**config.mk**
```make
export PLATFORM = sky130hd
export DESIGN_NAME = periodic_task_tick_scheduler_unit
export DESIGN_NICKNAME = d
export VERILOG_FILES = /design/src/sv/ptts_pkg.sv /design/src/sv/ptts_front.sv /design/src/sv/ptts_divu.sv /design/src/sv/ptts_back.sv /design/src/sv/periodic_task_tick_scheduler_unit.sv
export SDC_FILE = /design/constraint.sdc
export NUM_CORES = 1
export LEC_CHECK = 0
export BUFFER_PORTS_ARGS = -buffer_cell sky130_fd_sc_hd__clkbuf_2
export CAP_MARGIN = 20
export CORE_MARGIN = 3
export CORE_UTILIZATION = 40
export CTS_BUF_LIST = sky130_fd_sc_hd__clkbuf_4 sky130_fd_sc_hd__clkbuf_8 sky130_fd_sc_hd__clkbuf_16
export DETAILED_ROUTE_END_ITERATION = 7
export PLACE_DENSITY_LB_ADDON = 0.05
export RECOVER_POWER = 50
export SLEW_MARGIN = 15
export SYNTH_ARGS = -nofsm -noshare
export SYNTH_HDL_FRONTEND = slang
export SYNTH_HIERARCHICAL = 1
export SYNTH_SLANG_ARGS = --single-unit
```
**constraint.sdc**
```tcl
create_clock -name clk -period 6.4 [get_ports clk]
set_clock_uncertainty 0.05 [all_clocks]
set_input_delay 0.64 -clock clk [delete_from_list [all_inputs] [get_ports clk]]
set_output_delay 0.64 -clock clk [all_outputs]
set_load 0.03 [all_outputs]
```
**src/sv/ptts_pkg.sv**
```systemverilog
`timescale 1ns / 1ps
// Shared types and constants for the periodic task tick scheduler.
// No dependencies; imported by every module of the block.
package ptts_pkg;

  localparam int MAX_TASKS_DEF = 8;
  localparam int TAG_W         = 8;
  localparam int PER_W         = 16;
  localparam int TICK_W        = 8;
  localparam int QDEPTH        = 2;
  localparam logic [TICK_W-1:0] TICK_RST = 8'd65;

  typedef enum logic [1:0] {
    OP_ADD    = 2'd0,
    OP_REMOVE = 2'd1,
    OP_START  = 2'd2,
    OP_TICK   = 2'd3
  } op_t;

  typedef enum logic [1:0] {
    ST_OK       = 2'd0,
    ST_FULL     = 2'd1,
    ST_NOTFOUND = 2'd2,
    ST_INVALID  = 2'd3
  } status_t;

  localparam logic KIND_STATUS = 1'b0;
  localparam logic KIND_DUE    = 1'b1;

  // One queued request from the front end
  typedef struct packed {
    op_t               op;
    logic [TAG_W-1:0]  tag;
    logic [PER_W-1:0]  period;
  } req_t;

  // Divider command and answer
  typedef struct packed {
    logic              start;
    logic [PER_W-1:0]  dvd;
    logic [PER_W-1:0]  dvs;
  } div_cmd_t;

  typedef struct packed {
    logic              done;
    logic [PER_W-1:0]  quo;
    logic [PER_W-1:0]  rem;
  } div_rsp_t;

endpackage

```
**src/sv/ptts_front.sv**
```systemverilog
`timescale 1ns / 1ps
// Front end: accepts requests, decodes the function code and queues them.
// Depends on ptts_pkg.
module ptts_front import ptts_pkg::*; (
  input  logic              clk,
  input  logic              rst_n,
  input  logic              in_valid,
  output logic              in_stall,
  input  logic [1:0]        in_func,
  input  logic [TAG_W-1:0]  in_task_tag,
  input  logic [PER_W-1:0]  in_period_ms,
  output logic              req_valid,
  output req_t              req,
  input  logic              req_pop
);

  localparam int PTR_W = $clog2(QDEPTH);
  localparam int CNT_W = $clog2(QDEPTH + 1);

  req_t             q_r [QDEPTH];
  logic [PTR_W-1:0] wr_ptr_r;
  logic [PTR_W-1:0] rd_ptr_r;
  logic [CNT_W-1:0] cnt_r;
  logic             push;
  logic             pop;
  req_t             in_req;

  // Classify the incoming function code
  always_comb begin
    in_req.op     = op_t'(in_func);
    in_req.tag    = in_task_tag;
    in_req.period = in_period_ms;
  end

  assign in_stall  = (cnt_r == CNT_W'(QDEPTH));
  assign push      = in_valid && !in_stall;
  assign req_valid = (cnt_r != '0);
  assign pop       = req_pop && req_valid;
  assign req       = q_r[rd_ptr_r];

  // Hold queued payloads
  always_ff @(posedge clk) begin
    if (push) begin
      q_r[wr_ptr_r] <= in_req;
    end
  end

  // Advance pointers and fill count
  always_ff @(posedge clk) begin
    if (!rst_n) begin
      wr_ptr_r <= '0;
      rd_ptr_r <= '0;
      cnt_r    <= '0;
    end else begin
      if (push) begin
        wr_ptr_r <= (wr_ptr_r == PTR_W'(QDEPTH - 1)) ? '0 : wr_ptr_r + 1'b1;
      end
      if (pop) begin
        rd_ptr_r <= (rd_ptr_r == PTR_W'(QDEPTH - 1)) ? '0 : rd_ptr_r + 1'b1;
      end
      unique case ({push, pop})
        2'b10:   cnt_r <= cnt_r + 1'b1;
        2'b01:   cnt_r <= cnt_r - 1'b1;
        default: cnt_r <= cnt_r;
      endcase
    end
  end

endmodule

```
**src/sv/ptts_divu.sv**
```systemverilog
`timescale 1ns / 1ps
// Restoring divider, one quotient bit per cycle, for GCD, factor and modulo work.
// Depends on ptts_pkg.
module ptts_divu import ptts_pkg::*; (
  input  logic     clk,
  input  logic     rst_n,
  input  div_cmd_t cmd,
  output div_rsp_t rsp
);

  localparam int STEP_W = $clog2(PER_W + 1);

  logic [PER_W-1:0]  rem_r;
  logic [PER_W-1:0]  quo_r;
  logic [PER_W-1:0]  dvs_r;
  logic [STEP_W-1:0] step_r;
  logic              busy_r;
  logic              done_r;
  logic [PER_W:0]    shifted;
  logic [PER_W:0]    diff;

  assign shifted = {rem_r, quo_r[PER_W-1]};
  assign diff    = shifted - {1'b0, dvs_r};

  // Shift in one dividend bit and try the subtraction
  always_ff @(posedge clk) begin
    if (cmd.start) begin
      rem_r <= '0;
      quo_r <= cmd.dvd;
      dvs_r <= cmd.dvs;
    end else if (busy_r) begin
      if (!diff[PER_W]) begin
        rem_r <= diff[PER_W-1:0];
        quo_r <= {quo_r[PER_W-2:0], 1'b1};
      end else begin
        rem_r <= shifted[PER_W-1:0];
        quo_r <= {quo_r[PER_W-2:0], 1'b0};
      end
    end
  end

  // Count the steps and flag completion
  always_ff @(posedge clk) begin
    if (!rst_n) begin
      busy_r <= 1'b0;
      done_r <= 1'b0;
      step_r <= '0;
    end else begin
      done_r <= 1'b0;
      if (cmd.start) begin
        busy_r <= 1'b1;
        step_r <= STEP_W'(PER_W);
      end else if (busy_r) begin
        step_r <= step_r - 1'b1;
        if (step_r == STEP_W'(1)) begin
          busy_r <= 1'b0;
          done_r <= 1'b1;
        end
      end
    end
  end

  assign rsp.done = done_r;
  assign rsp.quo  = quo_r;
  assign rsp.rem  = rem_r;

endmodule

```
**src/sv/ptts_back.sv**
```systemverilog
`timescale 1ns / 1ps
// Back end: task table, sequencer for add/remove/start/tick and result register.
// Depends on ptts_pkg and ptts_divu.
module ptts_back import ptts_pkg::*; #(
  parameter int MAX_TASKS = MAX_TASKS_DEF
) (
  input  logic              clk,
  input  logic              rst_n,
  input  logic [TICK_W-1:0] max_tick,
  input  logic              req_valid,
  input  req_t              req,
  output logic              req_pop,
  output logic              out_valid,
  input  logic              out_stall,
  output logic              out_kind,
  output logic [1:0]        out_status,
  output logic [TAG_W-1:0]  out_due_tag,
  output logic [TICK_W-1:0] out_tick_ms,
  output logic              out_last
);

  localparam int IDX_W = (MAX_TASKS > 1) ? $clog2(MAX_TASKS) : 1;
  localparam int CNT_W = $clog2(MAX_TASKS + 1);

  typedef enum logic [3:0] {
    S_IDLE, S_RESP, S_GCD_INIT, S_GCD_NEXT, S_EUC, S_EUC_W, S_RED, S_RED_W,
    S_DV, S_DV_W, S_TK, S_TK_W, S_TK_EMIT, S_TK_FIN
  } state_t;

  state_t            state_r;
  logic [PER_W-1:0]  period_r  [MAX_TASKS];
  logic [TAG_W-1:0]  ident_r   [MAX_TASKS];
  logic [PER_W-1:0]  divisor_r [MAX_TASKS];
  logic [CNT_W-1:0]  count_r;
  logic [PER_W-1:0]  counter_r;
  logic [TICK_W-1:0] tick_r;
  logic [CNT_W-1:0]  idx_r;
  logic [PER_W-1:0]  g_r;
  logic [PER_W-1:0]  y_r;
  logic [PER_W-1:0]  f_r;
  logic [TAG_W-1:0]  pend_r;
  logic              pend_v_r;
  status_t           status_r;
  div_cmd_t          div_cmd_r;
  div_rsp_t          div_rsp;

  logic              out_valid_r;
  logic              out_kind_r;
  status_t           out_status_r;
  logic [TAG_W-1:0]  out_tag_r;
  logic [TICK_W-1:0] out_tick_r;
  logic              out_last_r;

  logic              emit_ok;
  logic [TICK_W-1:0] lim;
  logic [IDX_W-1:0]  idx;
  logic              hit;
  logic [IDX_W-1:0]  hit_idx;
  logic [CNT_W-1:0]  count_dec;

  ptts_divu u_divu (
    .clk   (clk),
    .rst_n (rst_n),
    .cmd   (div_cmd_r),
    .rsp   (div_rsp)
  );

  assign emit_ok   = !out_valid_r || !out_stall;
  assign lim       = (max_tick == '0) ? TICK_W'(1) : max_tick;
  assign idx       = idx_r[IDX_W-1:0];
  assign count_dec = count_r - 1'b1;
  assign req_pop   = (state_r == S_IDLE);

  // Find the first live entry whose tag matches
  always_comb begin
    hit     = 1'b0;
    hit_idx = '0;
    for (int k = MAX_TASKS - 1; k >= 0; k--) begin
      if ((CNT_W'(k) < count_r) && (ident_r[k] == req.tag)) begin
        hit     = 1'b1;
        hit_idx = IDX_W'(k);
      end
    end
  end

  // Sequencer, table and result register
  always_ff @(posedge clk) begin
    if (!rst_n) begin
      state_r     <= S_IDLE;
      count_r     <= '0;
      counter_r   <= '0;
      tick_r      <= TICK_RST;
      pend_v_r    <= 1'b0;
      div_cmd_r   <= '0;
      out_valid_r <= 1'b0;
      for (int k = 0; k < MAX_TASKS; k++) begin
        divisor_r[k] <= '0;
      end
    end else begin
      div_cmd_r.start <= 1'b0;
      if (out_valid_r && !out_stall) begin
        out_valid_r <= 1'b0;
      end
      unique case (state_r)
        S_IDLE: begin
          if (req_valid) begin
            unique case (req.op)
              OP_ADD: begin
                if (req.period == '0) begin
                  status_r <= ST_INVALID;
                end else if (count_r >= CNT_W'(MAX_TASKS)) begin
                  status_r <= ST_FULL;
                end else begin
                  period_r[count_r[IDX_W-1:0]]  <= req.period;
                  ident_r[count_r[IDX_W-1:0]]   <= req.tag;
                  divisor_r[count_r[IDX_W-1:0]] <= '0;
                  count_r  <= count_r + 1'b1;
                  status_r <= ST_OK;
                end
                state_r <= S_RESP;
              end
              OP_REMOVE: begin
                if (!hit) begin
                  status_r <= ST_NOTFOUND;
                  state_r  <= S_RESP;
                end else begin
                  // Close the gap: later entries move down by one
                  for (int k = 0; k < MAX_TASKS - 1; k++) begin
                    if ((IDX_W'(k) >= hit_idx) && (CNT_W'(k + 1) < count_r)) begin
                      period_r[k]  <= period_r[k+1];
                      ident_r[k]   <= ident_r[k+1];
                      divisor_r[k] <= divisor_r[k+1];
                    end
                  end
                  divisor_r[count_dec[IDX_W-1:0]] <= '0;
                  count_r  <= count_dec;
                  status_r <= ST_OK;
                  state_r  <= (count_dec == '0) ? S_RESP : S_GCD_INIT;
                end
              end
              OP_START: begin
                if (count_r == '0) begin
                  status_r <= ST_INVALID;
                  state_r  <= S_RESP;
                end else begin
                  status_r <= ST_OK;
                  state_r  <= S_GCD_INIT;
                end
              end
              OP_TICK: begin
                counter_r <= counter_r + 1'b1;
                idx_r     <= '0;
                pend_v_r  <= 1'b0;
                state_r   <= S_TK;
              end
            endcase
          end
        end
        S_RESP: begin
          if (emit_ok) begin
            out_valid_r  <= 1'b1;
            out_kind_r   <= KIND_STATUS;
            out_status_r <= status_r;
            out_tag_r    <= '0;
            out_tick_r   <= tick_r;
            out_last_r   <= 1'b1;
            state_r      <= S_IDLE;
          end
        end
        S_GCD_INIT: begin
          g_r     <= period_r[0];
          idx_r   <= CNT_W'(1);
          state_r <= S_GCD_NEXT;
        end
        S_GCD_NEXT: begin
          if (idx_r >= count_r) begin
            f_r     <= PER_W'(2);
            state_r <= S_RED;
          end else begin
            y_r     <= period_r[idx];
            state_r <= S_EUC;
          end
        end
        S_EUC: begin
          if (y_r == '0) begin
            idx_r   <= idx_r + 1'b1;
            state_r <= S_GCD_NEXT;
          end else begin
            div_cmd_r <= '{start: 1'b1, dvd: g_r, dvs: y_r};
            state_r   <= S_EUC_W;
          end
        end
        S_EUC_W: begin
          if (div_rsp.done) begin
            g_r     <= y_r;
            y_r     <= div_rsp.rem;
            state_r <= S_EUC;
          end
        end
        S_RED: begin
          if (g_r > PER_W'(lim)) begin
            div_cmd_r <= '{start: 1'b1, dvd: g_r, dvs: f_r};
            state_r   <= S_RED_W;
          end else begin
            // Clamp to at least one ms
            g_r     <= (g_r == '0) ? PER_W'(1) : g_r;
            tick_r  <= (g_r == '0) ? TICK_W'(1) : g_r[TICK_W-1:0];
            idx_r   <= '0;
            state_r <= S_DV;
          end
        end
        S_RED_W: begin
          if (div_rsp.done) begin
            if (div_rsp.rem == '0) begin
              g_r <= div_rsp.quo;
            end else begin
              f_r <= f_r + 1'b1;
            end
            state_r <= S_RED;
          end
        end
        S_DV: begin
          if (idx_r >= count_r) begin
            state_r <= S_RESP;
          end else begin
            div_cmd_r <= '{start: 1'b1, dvd: period_r[idx], dvs: g_r};
            state_r   <= S_DV_W;
          end
        end
        S_DV_W: begin
          if (div_rsp.done) begin
            divisor_r[idx] <= div_rsp.quo;
            idx_r          <= idx_r + 1'b1;
            state_r        <= S_DV;
          end
        end
        S_TK: begin
          if (idx_r >= count_r) begin
            state_r <= pend_v_r ? S_TK_FIN : S_IDLE;
          end else if (divisor_r[idx] == '0) begin
            idx_r <= idx_r + 1'b1;
          end else begin
            div_cmd_r <= '{start: 1'b1, dvd: counter_r, dvs: divisor_r[idx]};
            state_r   <= S_TK_W;
          end
        end
        S_TK_W: begin
          if (div_rsp.done) begin
            if (div_rsp.rem != '0) begin
              idx_r   <= idx_r + 1'b1;
              state_r <= S_TK;
            end else if (!pend_v_r) begin
              pend_r   <= ident_r[idx];
              pend_v_r <= 1'b1;
              idx_r    <= idx_r + 1'b1;
              state_r  <= S_TK;
            end else begin
              state_r <= S_TK_EMIT;
            end
          end
        end
        S_TK_EMIT: begin
          // Release the held notice; the new one takes its place
          if (emit_ok) begin
            out_valid_r  <= 1'b1;
            out_kind_r   <= KIND_DUE;
            out_status_r <= ST_OK;
            out_tag_r    <= pend_r;
            out_tick_r   <= tick_r;
            out_last_r   <= 1'b0;
            pend_r       <= ident_r[idx];
            idx_r        <= idx_r + 1'b1;
            state_r      <= S_TK;
          end
        end
        S_TK_FIN: begin
          if (emit_ok) begin
            out_valid_r  <= 1'b1;
            out_kind_r   <= KIND_DUE;
            out_status_r <= ST_OK;
            out_tag_r    <= pend_r;
            out_tick_r   <= tick_r;
            out_last_r   <= 1'b1;
            pend_v_r     <= 1'b0;
            state_r      <= S_IDLE;
          end
        end
        default: state_r <= S_IDLE;
      endcase
    end
  end

  assign out_valid   = out_valid_r;
  assign out_kind    = out_kind_r;
  assign out_status  = out_status_r;
  assign out_due_tag = out_tag_r;
  assign out_tick_ms = out_tick_r;
  assign out_last    = out_last_r;

endmodule

```
**src/sv/periodic_task_tick_scheduler_unit.sv**
```systemverilog
`timescale 1ns / 1ps
// Periodic task tick scheduler, top level. Add and failed requests pass from the idle state
// to the response state, which registers the result. Recompute runs on one shared divider,
// one call per Euclid step, factor trial and per-task divisor. A tick calls the divider once per
// task with a nonzero divisor. A two-entry request queue takes items while the sequencer works.
// Synchronous active-low reset: empty table, counter 0, tick and limit register 65.
module periodic_task_tick_scheduler_unit import ptts_pkg::*; #(
  parameter int MAX_TASKS = MAX_TASKS_DEF
) (
  input  logic              clk,
  input  logic              rst_n,
  input  logic              cfg_we,
  input  logic [TICK_W-1:0] cfg_wdata,
  input  logic              in_valid,
  output logic              in_stall,
  input  logic [1:0]        in_func,
  input  logic [TAG_W-1:0]  in_task_tag,
  input  logic [PER_W-1:0]  in_period_ms,
  output logic              out_valid,
  input  logic              out_stall,
  output logic              out_kind,
  output logic [1:0]        out_status,
  output logic [TAG_W-1:0]  out_due_tag,
  output logic [TICK_W-1:0] out_tick_ms,
  output logic              out_last
);

  logic [TICK_W-1:0] max_tick_r;
  logic              req_valid;
  logic              req_pop;
  req_t              req;

  // Hold the tick limit register
  always_ff @(posedge clk) begin
    if (!rst_n) begin
      max_tick_r <= TICK_RST;
    end else if (cfg_we) begin
      max_tick_r <= cfg_wdata;
    end
  end

  ptts_front u_front (
    .clk          (clk),
    .rst_n        (rst_n),
    .in_valid     (in_valid),
    .in_stall     (in_stall),
    .in_func      (in_func),
    .in_task_tag  (in_task_tag),
    .in_period_ms (in_period_ms),
    .req_valid    (req_valid),
    .req          (req),
    .req_pop      (req_pop)
  );

  ptts_back #(
    .MAX_TASKS (MAX_TASKS)
  ) u_back (
    .clk         (clk),
    .rst_n       (rst_n),
    .max_tick    (max_tick_r),
    .req_valid   (req_valid),
    .req         (req),
    .req_pop     (req_pop),
    .out_valid   (out_valid),
    .out_stall   (out_stall),
    .out_kind    (out_kind),
    .out_status  (out_status),
    .out_due_tag (out_due_tag),
    .out_tick_ms (out_tick_ms),
    .out_last    (out_last)
  );

`ifndef SYNTH
  a_status_shape: assert property (@(posedge clk) disable iff (!rst_n)
    out_valid && (out_kind == KIND_STATUS) |-> (out_due_tag == '0) && out_last)
    else $error("status result with tag or without last");

  a_due_ok: assert property (@(posedge clk) disable iff (!rst_n)
    out_valid && (out_kind == KIND_DUE) |-> (out_status == ST_OK))
    else $error("due notice with nonzero status");

  a_tick_nonzero: assert property (@(posedge clk) disable iff (!rst_n)
    out_valid |-> (out_tick_ms != '0))
    else $error("zero tick length reported");
`endif

endmodule
```
Word level (Yosys, flattened, before mapping) --
Memory sizes are Yosys's and may differ from the RTL's. A register that Yosys moved wholly into a read port is not among the register bits. Index checks and enable logic that the tools add are counted. Widths: inputs -> output; s select.
Storage, ports and cells: bits in registers 216, bits in latches 0, RAM bits 372, bits in read-only memories 0, input port bits 39, output and inout port bits 22, word-level logic and storage cells 416, memories 4
Cells by class: add/subtract/negate cells 11, multiply operators 0, divide/modulo/power cells 0, magnitude comparators 18, eq/ne operators 59, shift-type cells 0, multiplexer cells 211, bitwise logic cells 10, reduce and logical (&&, ||, !) cells 72
Memories:
- u_back.divisor_r | depth 8, bits a word 16, read ports 8, clocked after memory_dff 1, wr ports 8, line ptts_back.sv:33 | logic [PER_W-1:0] divisor_r [MAX_TASKS];
- u_back.period_r | depth 8, bits a word 16, read ports 9, clocked after memory_dff 1, wr ports 7, line ptts_back.sv:31 | logic [PER_W-1:0] period_r [MAX_TASKS];
- u_back.ident_r | depth 8, bits a word 8, read ports 9, clocked after memory_dff 1, wr ports 7, line ptts_back.sv:32 | logic [TAG_W-1:0] ident_r [MAX_TASKS];
- u_front.q_r | depth 2, bits a word 26, read ports 1, clocked after memory_dff 1, wr ports 1, line ptts_front.sv:20 | req_t q_r [QDEPTH];
Operators with widths (number):
- $mux 16 | 24
- $mux 33 | 5
- $pmux 33 s4 | 1
- $mux 4 | 28
- $mux 1 | 101
- $logic_not 16->1 | 5
- $mux 8 | 9
- $eq 8x8->1 | 8
- $pmux 16 s2 | 2
- $pmux 16 s4 | 1
- $reduce_or 16->1 | 4
- $mux 3 | 18
- $pmux 4 s13 | 1
- $add 16x1->16 const B | 2
- $pmux 4 s8 | 1
- $pmux 8 s2 | 2
- $ne 2x2->1 const B | 15
- $ne 2x1->1 const B | 14
- $eq 4x4->1 const B | 6
- $reduce_and 6->1 | 4
- $logic_and 1x1->1 | 18
- $reduce_bool 2->1 | 9
- $sub 17x16->17 | 1
- $eq 4x3->1 const B | 4
- other kinds (51) | 98

Depth between registers and ports, before layout --
An unclocked memory read counts as a cell.
depth in word-level cells 23, depth in mapped cells 15, gate-level depth less buffers 11

Modules after synthesis --
Netlist, hierarchy kept.
By module, submodules not included:
- ptts_back | times used 1, cells each 2095, area each 24806.3 um^2, seq. area each 13312.8 um^2
- ptts_divu | times used 1, cells each 289, area each 3056.7 um^2, seq. area each 1421.4 um^2
- ptts_front | times used 1, cells each 107, area each 2108.3 um^2, seq. area each 1661.6 um^2
- periodic_task_tick_scheduler_unit | times used 1, cells each 25, area each 296.5 um^2, seq. area each 160.2 um^2

Least setup slack after synthesis --
No wires, ideal clock.
kind reg-to-reg, start point register with a tool-made name, end point memory u_back.ident_r[4][0] (enable), setup time 0.473 ns, data arrival time 5.054 ns, data required time 5.877 ns, path slack 0.823 ns, cell stages (with the launch flop) 13, buffers on the path 3, clock period less this slack 5.577 ns, path through dfxtp_1 > buf_2 > buf_2 > mux2_2 > buf_2 > xor2_1 > nor4_1 > and4_1 > nor3_4 > nor4b_2 > or3_1 > nand2_1 > o41ai_1
RTL lines (line):
- to (decl) | ptts_back.sv:32

==> metrics.md <==
| Metric | Value |
|---|---|
| Status | finished, violations left |
| Failing checks | max-capacitance violations, max-slew violations |
| Top layer in use | met4 |
| Max incr delay on CP | 0.84 ns |
| Final setup fails | 0 |
| Synthesized area | 30300 um2 |
| CTS sink cnt | 592 |
| Total CTS buffers | just over 70 |
| Commonest non-fill, non-tap cells in the layout | 470 x edfxtp_1, 250 x nor2_1, 225 x mux2i_1 |
| Seq cells post-synth | 592 |
| Register area share after synthesis | 54.7% |
| YS warnings | 6 |
| Clock latency on the worst-skew pair | 0.62 ns |
| Initial Util | 40.5% |
| Leak | 0.0122 uW |
| Async set-reset flop share out of synthesis | 0% |
| P&R area growth vs syn | 11.0% |
| Worst min-delay path category | in -> reg |
| WL per Instance | 26.2 um |
| Met3 wire length | 5250 um |
| CP arrival | between 5 and 6 ns |
| Full die area | 79000 um2 |
| Startpoint types | flip-flop |
| Die Y | 281 um |
| Commonest non-fill, non-tap cell in the layout | edfxtp_1 |
| Post-Syn Instances | ~2500 |
| Number of library cell types mapped by synthesis | 96 |
| Clock root buffer master | clkbuf_16 |
| Fmax achieved | 180 MHz |
| DP HPWL | around 65000 um |
| Routed Antenna Nets | 0 |
| # resized after CTS | 0 |
| Total number of vias | 20800 |
| Post CTS Setup Buffer Count | 0 |
| H-tree depth | 3 |
| Clk slew on worst S/H paths | 0.06 ns |
| Vias/cell | 5.84 |
| GP Congestion | 0.866 |
| CORE AREA | 74700 um2 |
| Largest net degree at the start of global routing | 64 |
| Layout cells sized above 1 | between 10% and 20% |
| Die X-Extent | 281 um |
| Largest cells by area after synthesis | edfxtp_1 47%, dfxtp_1 8.1%, mux2i_1 7.4%, mux4_2 5.0%, a21oi_1 3.2% |
| # DRC | 0 |
| CP cell instances | mux2_1 -> xor2_1 -> nor4_1 -> and4_1 -> nor3_4 -> nor4b_1 -> nor3_1 -> clkbuf_2 -> mux2i_1 -> inv_1 -> mux2_2 |
| Synth top area share | a little under half |
| NumNets Final | between 2000 and 3000 |
| Synth area leader | edfxtp_1 |
| Tmin final | 5.56 ns |
| Vias in the first global route | 20800 |
| Relative slew slack | -127% |
| IO buf count | 60 |
| Critical path fanouts, max | 24 |
| Slowest CP cell | dfxtp_1 |
| Max Slew Vio Count | 184 |
| Prevailing post-synth register cell | edfxtp_1 |
| Worst Setup End Kind | flip-flop |
| Total routed wirelength | 93400 um |
| Initial antenna violation count | 2 |
| TNS Setup | 0 ns |
| Worst Path Required | 6.72 ns |
| Met1 wire length | 41800 um |
| CTS Buffer Depth | 3 |
| # rows | 100 |
| RSZ-0062 raised after global routing | no |
| Overall routing resource usage | approximately a quarter |
| Max Cap Viol | 7 |
| VDD IR max | 194 uV |
| Period utilisation layout | 86.9% |
| Met2 wire len | 43800 um |
| Tot Pwr | 12500 uW |
| R2R setup slack | 0.84 ns |
| Final hold slack | 0.164 ns |
| TritonCTS clock tree | done |
| Power density over the cells | 371 nW/um2 |
| First-pass GRT wire length | 139000 um |
| Post-Syn Area per Cell | ~12 um2 |
| Grt ovf | 0 |
| Core Util, Final | between 40 and 50% |
| Crit path kind | reg -> reg |
| Final Hold Fails | 0 |
| Initial drt markers | 1842 |
| CP delay by family, top | multiplexers |
| WP buf/inv | 2 |
| DRT Pass-1 Iters | 6 |
| # IOs | 61 |
| Worst-margin pin slew | 3.41 ns |
| Net Count, Synth | approximately 2600 |
| Cts hold-fix bufs | 0 |
| Post-synth EDFFs | 470 |
where the power goes:
group	leakage, uW	internal, uW	switching, uW
sequential	0.00539	4610	444
combinational	0.00565	1390	2000
clock	0.00117	2370	1660
cell usage after synthesis, types with 7 or more instances:
library cell,instances
a211oi_1,15
a21o_1,9
a21oi_1,196
a221oi_1,33
a22oi_1,8
a31oi_1,10
and2_1,11
and3_1,16
and4_1,8
buf_1,13
buf_2,21
buf_4,17
buf_6,10
clkbuf_1,94
dfxtp_1,122
edfxtp_1,470
ha_1,43
inv_1,71
mux2_2,76
mux2i_1,225
mux4_1,13
mux4_2,67
nand2_1,219
nand2b_1,7
nand3_1,38
nand4_1,24
nor2_1,250
nor2b_1,18
nor3_1,23
nor4_1,32
o211ai_1,10
o21a_1,10
o21ai_0,88
or3_1,12
xnor2_1,56
xor2_1,55
worst paths after layout:
kind / to / cells after the start / from
min: u_front/q_r[1][22]$_DFFE_PP_ / 1 / in_task_tag[6]
max: u_back/period_r[6][6]$_DFFE_PP_ / 11 / flip-flop
min reg2reg: u_back/u_divu/dvs_r[6]$_DFFE_PP_ / 0 / u_back/div_cmd_r[6]$_SDFFE_PN0P_
max reg2reg: u_back/period_r[6][6]$_DFFE_PP_ / 11 / flip-flop
final cells by class:
cell class / count / area (um2)
Antenna cell: 1 / 2.50
Timing Repair Buffer: 117 / 623
Fill cell: 6845 / 41100
Clock inverter: 38 / 339
Sequential cell: 592 / 16600
Clock buffer: 91 / 1980
Tap cell: 969 / 1210
Multi-Input combinational cell: 1685 / 12600
Inverter: 76 / 285
cell families (layout without fill, tap and decap cells):
kind of cell	Yosys count	after routing	synth area share [%]
xor gates and xnor gates	111	111	3.21
AOI/OAI and AO/OA	454	454	9.36
other	0	1	0
DFF	592	592	54.7
adders and majority gates	44	44	1.84
buffers and inverters	239	322	3.80
muxes	384	384	16.5
and+or+nand+nor	692	692	10.6
through the flow:
| stage | instance area (um2) | instances | setup slack [ns] |
|---|---|---|---|
| 3_3_place_gp | 31500 | 3438 | 1.20 |
| 4_1_cts | 33800 | 3567 | 1.06 |
| 2_1_floorplan | 30300 | 2516 | 0.823 |
| 5_1_grt | 33600 | 3568 | 0.515 |
| 6_report | 33600 | 3569 | 0.837 |
| 3_5_place_dp | 31500 | 3438 | 1.16 |
per-layer routing:
| metal | global-route usage, % | vias to the layer above |
|---|---|---|
| met3 | 4.15 | 136 |
| li1 | - | 9517 |
| met4 | 6.66 | 0 |
| met1 | 32.6 | 10500 |
| met2 | 38.4 | 651 |
| met5 | 0 | - |
flip-flops by register name, summed over array words and instances, names as in the netlist, 16 cells and up, named ones only:
name                 flops
u_back/u_divu/dvs_r     16
u_back/counter_r        16
u_back/g_r              16
u_front/q_r             52
u_back/f_r              16
u_back/div_cmd_r        33
u_back/y_r              16
u_back/u_divu/quo_r     16
u_back/period_r        128
u_back/u_divu/rem_r     16
u_back/divisor_r       128
u_back/ident_r          64
No activity file was read; power rests on OpenSTA's default activity.
